===== src/hw/rtl/dsparse_pkg.sv =====
// ----------------------------------------------------------------------------
// Decimal string parser package
// Character codes, field widths and limits shared by the parser and its
// checker.
// ----------------------------------------------------------------------------
package dsparse_pkg;

  localparam int CHAR_W      = 8;
  localparam int MAG_W       = 63;
  localparam int VALUE_W     = 64;
  localparam int OUT_TDATA_W = 2 * VALUE_W;

  localparam logic [CHAR_W-1:0] CHAR_POINT = 8'h2E;
  localparam logic [CHAR_W-1:0] CHAR_MINUS = 8'h2D;
  localparam logic [CHAR_W-1:0] CHAR_PLUS  = 8'h2B;
  localparam logic [CHAR_W-1:0] CHAR_ZERO  = 8'h30;
  localparam logic [CHAR_W-1:0] CHAR_NINE  = 8'h39;

  // Largest denominator that can still take one more factor of ten.
  localparam logic [VALUE_W-1:0] DEN_MAX   = {VALUE_W{1'b1}};
  localparam logic [VALUE_W-1:0] DEN_LIMIT = DEN_MAX / 64'd10;

  // Failure beat contents.
  localparam logic [VALUE_W-1:0] FAIL_NUMERATOR   = '0;
  localparam logic [VALUE_W-1:0] FAIL_DENOMINATOR = 64'd1;

endpackage


===== src/hw/rtl/decimal_string_parser_unit.sv =====
// ----------------------------------------------------------------------------
// Decimal string parser
// Reads an ASCII decimal number one character per beat and emits a signed
// numerator with its power-of-ten denominator, or a failure, on the last one.
// ----------------------------------------------------------------------------
// Path: a result beat reaches the master side from the last character beat
// through the input register and then the result register.
// Throughput: one character per cycle; the result register stalls the input
// only when a new last character meets a result that has not been taken yet.
// Reset: synchronous, active high; empties both registers and returns the
// parser state to the start of a string.
module decimal_string_parser_unit
  import dsparse_pkg::*;
(
  input  logic                   clk,
  input  logic                   rst,
  // Character stream.
  input  logic                   s_axis_tvalid,
  output logic                   s_axis_tready,
  input  logic [CHAR_W-1:0]      s_axis_tdata,   // [7:0] char_byte
  input  logic                   s_axis_tlast,   // last_char
  // Result stream.
  output logic                   m_axis_tvalid,
  input  logic                   m_axis_tready,
  output logic [OUT_TDATA_W-1:0] m_axis_tdata,   // [63:0] numerator,
                                                  // [127:64] denominator_out
  output logic                   m_axis_tuser    // parse_ok
);

  // Input register: one character beat waiting to be applied to the state.
  logic              in_valid;
  logic [CHAR_W-1:0] in_char;
  logic              in_last;

  // Parser state for the string in progress.
  logic [MAG_W-1:0]   magnitude_acc;
  logic [VALUE_W-1:0] denom_acc;
  logic               point_seen;
  logic               digit_seen;
  logic               sign_negative;
  logic               error_seen;
  logic               at_first_char;

  // Result register.
  logic               out_valid;
  logic               out_ok;
  logic [VALUE_W-1:0] out_numerator;
  logic [VALUE_W-1:0] out_denominator;

  // The held character moves on unless it is a last character that would
  // overwrite a result still waiting on the master side.
  logic advance;
  assign advance       = in_valid && (!in_last || !out_valid || m_axis_tready);
  assign s_axis_tready = !in_valid || advance;

  // Character classes and the multiply-by-ten-add of the magnitude. Both
  // products are formed as shift-add; the magnitude sum keeps four spare
  // bits so that anything above 2^63-1 is seen as overflow.
  logic [CHAR_W-1:0]  char_offset;
  logic [3:0]         digit_val;
  logic               is_digit;
  logic               is_sign;
  logic [MAG_W+3:0]   mag_ext;
  logic [MAG_W+3:0]   mag_sum;
  logic               mag_ovf;
  logic               den_ovf;
  logic [VALUE_W-1:0] den_times10;

  assign char_offset = in_char - CHAR_ZERO;
  assign digit_val   = char_offset[3:0];
  assign is_digit    = (in_char >= CHAR_ZERO) && (in_char <= CHAR_NINE);
  assign is_sign     = (in_char == CHAR_MINUS) || (in_char == CHAR_PLUS);
  assign mag_ext     = {4'b0000, magnitude_acc};
  assign mag_sum     = (mag_ext << 3) + (mag_ext << 1) + {{MAG_W{1'b0}}, digit_val};
  assign mag_ovf     = |mag_sum[MAG_W+3:MAG_W];
  assign den_ovf     = denom_acc > DEN_LIMIT;
  assign den_times10 = (denom_acc << 3) + (denom_acc << 1);

  // Next parser state after the held character.
  logic [MAG_W-1:0]   magnitude_acc_next;
  logic [VALUE_W-1:0] denom_acc_next;
  logic               point_seen_next;
  logic               digit_seen_next;
  logic               sign_negative_next;
  logic               error_seen_next;

  always_comb begin
    magnitude_acc_next = magnitude_acc;
    denom_acc_next     = denom_acc;
    point_seen_next    = point_seen;
    digit_seen_next    = digit_seen;
    sign_negative_next = sign_negative;
    error_seen_next    = error_seen;
    if (!error_seen) begin
      if (at_first_char && is_sign) begin
        // A sign is taken only as the very first character.
        sign_negative_next = (in_char == CHAR_MINUS);
      end else if ((in_char == CHAR_POINT) && !point_seen) begin
        point_seen_next = 1'b1;
      end else if (!is_digit) begin
        // Late signs, a second point and every other byte land here.
        error_seen_next = 1'b1;
      end else if (mag_ovf || (point_seen && den_ovf)) begin
        error_seen_next = 1'b1;
      end else begin
        magnitude_acc_next = mag_sum[MAG_W-1:0];
        if (point_seen) begin
          denom_acc_next = den_times10;
        end
        digit_seen_next = 1'b1;
      end
    end
  end

  // Result that the string would give if it ended on the held character.
  logic               result_ok;
  logic [VALUE_W-1:0] result_mag;
  logic [VALUE_W-1:0] result_numerator;

  assign result_ok        = !error_seen_next && digit_seen_next;
  assign result_mag       = {1'b0, magnitude_acc_next};
  // Negating a zero magnitude yields zero, so "-0" needs no special case.
  assign result_numerator = sign_negative_next ? (VALUE_W'(0) - result_mag) : result_mag;

  always_ff @(posedge clk) begin
    if (rst) begin
      in_valid      <= 1'b0;
      out_valid     <= 1'b0;
      magnitude_acc <= '0;
      denom_acc     <= VALUE_W'(1);
      point_seen    <= 1'b0;
      digit_seen    <= 1'b0;
      sign_negative <= 1'b0;
      error_seen    <= 1'b0;
      at_first_char <= 1'b1;
    end else begin
      if (s_axis_tready) begin
        in_valid <= s_axis_tvalid;
        in_char  <= s_axis_tdata;
        in_last  <= s_axis_tlast;
      end

      if (advance) begin
        if (in_last) begin
          // The string is complete: start over for the next one.
          magnitude_acc <= '0;
          denom_acc     <= VALUE_W'(1);
          point_seen    <= 1'b0;
          digit_seen    <= 1'b0;
          sign_negative <= 1'b0;
          error_seen    <= 1'b0;
          at_first_char <= 1'b1;
        end else begin
          magnitude_acc <= magnitude_acc_next;
          denom_acc     <= denom_acc_next;
          point_seen    <= point_seen_next;
          digit_seen    <= digit_seen_next;
          sign_negative <= sign_negative_next;
          error_seen    <= error_seen_next;
          at_first_char <= 1'b0;
        end
      end

      if (advance && in_last) begin
        out_valid <= 1'b1;
        out_ok    <= result_ok;
        if (result_ok) begin
          out_numerator   <= result_numerator;
          out_denominator <= denom_acc_next;
        end else begin
          out_numerator   <= FAIL_NUMERATOR;
          out_denominator <= FAIL_DENOMINATOR;
        end
      end else if (m_axis_tready) begin
        out_valid <= 1'b0;
      end
    end
  end

  assign m_axis_tvalid = out_valid;
  assign m_axis_tdata  = {out_denominator, out_numerator};
  assign m_axis_tuser  = out_ok;

endmodule


===== config.mk =====
export PLATFORM = sky130hd
export DESIGN_NAME = decimal_string_parser_unit
export DESIGN_NICKNAME = d
export VERILOG_FILES = /design/src/hw/rtl/dsparse_pkg.sv /design/src/hw/rtl/decimal_string_parser_unit.sv
export SDC_FILE = /design/constraint.sdc
export NUM_CORES = 1
export LEC_CHECK = 0
export BUFFER_PORTS_ARGS = -buffer_cell sky130_fd_sc_hd__buf_2
export CAP_MARGIN = 10
export CORE_UTILIZATION = 40
export CTS_BUF_LIST = sky130_fd_sc_hd__clkbuf_4 sky130_fd_sc_hd__clkbuf_8
export DETAILED_ROUTE_END_ITERATION = 10
export HOLD_SLACK_MARGIN = 0.12
export PLACE_DENSITY = 0.63
export SLEW_MARGIN = 10
export SYNTH_ARGS = -nofsm -noshare
export SYNTH_HDL_FRONTEND = slang
export SYNTH_SLANG_ARGS = --single-unit

===== constraint.sdc =====
create_clock -name clk -period 18.5 [get_ports clk]
set_input_delay 0 -clock clk [delete_from_list [all_inputs] [get_ports clk]]
set_output_delay 0 -clock clk [all_outputs]
set_load 0.01 [all_outputs]

==> results.yml <==
floorplan:
  floorplan.die.width_microns: 237
  die_height_microns: 237
  die-area_sq_um: 56000
  io_pins: 144
  core-area_sq_um: 54100
  rows: 85
  start_util_pct: 40.7
timing:
  timing_max_transition_violations_final: 0
  finalHoldViolations: 0
  setup_viol_count_final: 0
  rsz0062_at_grt: "false"
  finalWorstSetupSlack_ns: 10.63
  skew_final_ns: 0.0350
  slew-limit-headroom_pct: 16.7
  period_minus_slack_ns: 7.87
  fmax_ghz: 0.127
  final.setup.tns_ns: 0
  worst-slew-pin-transition_ns: 1.25
  final.period_utilization_pct: 42.6
  worst_hold_slack_ns: 0.412
routing:
  detail_route.wl_per_cell_microns: 20.2
  drc_errors: 0
  detail_route.first_pass.iterations: 6
  wl_microns: 72200
  drt_iter0_markers: 1838
  route.vias.total: 21500
  ant_nets: 0
  routed_via_density: 6.00
place:
  post-dp-hpwl_microns: 52300
  finalWeightedCongestion: 0.962
  placement.io_buffers: 143
  place_ws_ns: 10.70
layout:
  area.growth.synth_to_final_pct: 11.7
  fraction_of_final_layout_cells_sized_beyond_drive_strength_1_pct: 10.8
  nNetsFinal: 3044
  layout.filler_cells: 5371
  final_core_util_pct: 45.4
run_status:
  run_status: "completed"
flow_run:
  max_cap_violations: 0
power:
  power_per_cell_area_nw_per_um2: 56.4
  static-leakage-power_uw: 0.0101
  vdd.ir_drop.worst_mv: 0.0404
min_path:
  min-delay-path-class: "primary input to flip-flop"
  holdPathStages: 3
setup_path:
  worstSetupEndpoint: "out_numerator[60]$_SDFFCE_PN0P_"
  critPathTopFamily: "compound AO/OA/AOI/OAI gates"
  cp_data_required_time_ns: 18.89
  critical_path.max_stage_delay_ns: 0.66
  startpoint_type: "flip-flop"
  endpoint_kind: "flip-flop"
  rr_worst_depth: 26
  rr_startpoint: "magnitude_acc[2]$_SDFFE_PP0P_"
  ff2ff_setup_slack_ns: 10.63
  worst_reg2reg_endpoint: "out_numerator[60]$_SDFFCE_PN0P_"
  crit_buf_inv: 2
  worst-setup-path-type: "flip-flop to flip-flop"
  cp-startpoint: "magnitude_acc[2]$_SDFFE_PP0P_"
  arrival_ns: 8.27
  worst-path-max-fanout: 50
  crit_slowest_cell: "sky130_fd_sc_hd__o31ai_1"
  critical_path_cell_count: 26
clocking:
  clock_tree.root_cell: "sky130_fd_sc_hd__clkbuf_8"
  insertion_delay_ns: 0.66
  worst_setup_hold_path_clk_slew_ns: 0.06
  cts_hold_buf: 25
  clkSinkCount: 272
  clockBufferDepth: 3
  ctsResizeCount: 0
  tritoncts.num_buffers: 51
  tritoncts: "yes"
  maximum_level_of_the_cts_h_tree: 2
  cts.repair_timing.setup_buffer_count: 0
grt:
  grt_usage_pct: 25.3
  met1_usage_pct: 31.8
  global_route.peak_usage_layer: "met2"
  grt_use_met2_pct: 42.9
  antenna_found_initial: 0
  congestion_overflow_gr: 0
  largest_net_degree_at_the_start_of_global_routing: 83
  grt_first_pass_wirelength_microns: 114000
  grt_pass1_vias: 20900
  met3_usage_pct: 3.60
logic_synthesis:
  postSynth.asyncResetShare_pct: 0
  mappedNetlistNets: 2959
  synth_seq_area_share_pct: 31.0
  synthDominantAreaCellType: "sky130_fd_sc_hd__edfxtp_1"
  ys_top_cells_by_count: "sky130_fd_sc_hd__nor2_1, sky130_fd_sc_hd__a21oi_1, sky130_fd_sc_hd__nand2_1, sky130_fd_sc_hd__ha_1, sky130_fd_sc_hd__edfxtp_1"
  yosys.area.top_type_share_pct: 18.8
  number_of_register_bits_inferred_by_synthesis: 272
  yosys_most_used_dff: "sky130_fd_sc_hd__edfxtp_1"
  ys_warn_count: 0
  synth-edff-count: 138
  syn-mean-instance-area_sq_um: 7.99
  post_synth_num_cell_types: 95
  synth.area.top_cells: "sky130_fd_sc_hd__edfxtp_1, sky130_fd_sc_hd__dfxtp_1, sky130_fd_sc_hd__ha_1, sky130_fd_sc_hd__a21oi_1, sky130_fd_sc_hd__nor2_1"
  netlist_instances: 2757
  syn_area_sq_um: 22000
  synth.most_common_cell: "sky130_fd_sc_hd__nor2_1"
## layout make-up
class / count / area [sq um] / share of cell area, %
clock inverter: 27 / 314 / 1.28
clock buffer: 68 / 861 / 3.50
timing repair buffer: 187 / 1110 / 4.52
tap: 696 / 871 / 3.54
inverter: 48 / 180 / 0.733
antenna: 1 / 2.50 / 0.0102
sequential: 272 / 6830 / 27.8
multi-input combinational: 2282 / 14400 / 58.7
## cell families (layout without fill, tap and decap cells)
kind of cell / count (synthesis) / in the layout / synth area share (%)
buffers and inverters: 203 / 330 / 3.76
XOR/XNOR: 172 / 172 / 6.84
AO/OA/AOI/OAI: 810 / 810 / 22.8
multiplexers: 60 / 60 / 2.81
adder cells (fa/ha/maj): 189 / 189 / 10.8
AND/OR/NAND/NOR: 1051 / 1051 / 22.0
flip-flops: 272 / 272 / 31.0
other: 0 / 1 / 0
## how the worst min path moves through the flow
stage | startpoint | end
global placement | s_axis_tdata[7] | in_char[7]$_DFFE_PP_
floorplan | s_axis_tdata[0] | in_char[0]$_DFFE_PP_
finish | rst | out_denominator[3]$_SDFFCE_PN0P_
detailed placement | s_axis_tdata[7] | in_char[7]$_DFFE_PP_
global route | rst | out_denominator[3]$_SDFFCE_PN0P_
CTS | rst | out_denominator[3]$_SDFFCE_PN0P_
## through the flow
stage               total power, uW  instance area (sq um)  instances
CTS                            1410                  24600       3580
detailed placement              703                  23200       3460
global placement                702                  23200       3460
floorplan                       682                  22000       2757
global route                   1440                  24600       3580
finish                         1390                  24600       3581
## flip-flops by register name (all words and copies together), names as in the netlist
register	cells
at_first_char	1
denom_acc	64
digit_seen	1
error_seen	1
in_char	8
in_last	1
in_valid	1
m_axis_tuser	1
m_axis_tvalid	1
magnitude_acc	63
out_denominator	64
out_numerator	64
point_seen	1
sign_negative	1
## placed cells by master (no fill, tap or decap), drive strengths merged, types with 9 or more instances in the layout
cell / instances
nor2: 382
edfxtp: 138
clkbuf: 68
nand4: 50
or3: 30
xor2: 75
dfxtp: 134
mux2: 11
nor4: 24
clkinv: 16
a21boi: 14
ha: 186
o31ai: 13
nor2b: 21
and4: 9
a31oi: 29
xnor2: 97
nand3: 42
a211oi: 21
dlygate4sd3: 25
nand2: 317
inv: 49
o21bai: 29
nand2b: 18
buf: 162
mux2i: 49
a22oi: 51
a21o: 71
or4: 15
nor3: 76
and3: 15
o21ai: 113
a21oi: 359
or2: 14
o211ai: 18
nand3b: 9
o21a: 29
## where the power goes
part	leakage, uW	total, uW	internal (uW)	switching (uW)
clock network	0.000607	692	402	290
registers	0.00240	638	635	3.01
logic	0.00714	56.0	14.8	41.2
## worst register-to-register path, cell delays in order (launching register included)
cell	delay, ns
sky130_fd_sc_hd__dfxtp_1	0.41
sky130_fd_sc_hd__inv_1	0.10
sky130_fd_sc_hd__fa_1	0.51
sky130_fd_sc_hd__fa_1	0.47
sky130_fd_sc_hd__nor2b_1	0.18
sky130_fd_sc_hd__o31a_1	0.19
sky130_fd_sc_hd__o22ai_2	0.12
sky130_fd_sc_hd__o31ai_1	0.66
sky130_fd_sc_hd__a211oi_1	0.23
sky130_fd_sc_hd__o31ai_1	0.63
sky130_fd_sc_hd__a41o_1	0.29
sky130_fd_sc_hd__nor3_2	0.05
sky130_fd_sc_hd__and3_4	0.38
sky130_fd_sc_hd__mux2i_1	0.36
sky130_fd_sc_hd__ha_1	0.36
sky130_fd_sc_hd__nand2_1	0.10
sky130_fd_sc_hd__or4_1	0.43
sky130_fd_sc_hd__or3_1	0.33
sky130_fd_sc_hd__inv_1	0.11
sky130_fd_sc_hd__nand2_1	0.09
sky130_fd_sc_hd__nor2_1	0.13
sky130_fd_sc_hd__mux2_2	0.33
sky130_fd_sc_hd__and2_1	0.31
sky130_fd_sc_hd__nand4_1	0.18
sky130_fd_sc_hd__o41ai_2	0.42
sky130_fd_sc_hd__xor2_1	0.18
sky130_fd_sc_hd__nor2_1	0.06
## per-layer routing
layer / vias to the layer above / part of all wire [%]
li1: 10200 / -
met1: 10200 / 42
met2: 855 / 47
met3: 192 / 6.3
met4: 0 / 4.1
met5: - / 0
(Power assumes the default switching activity.)
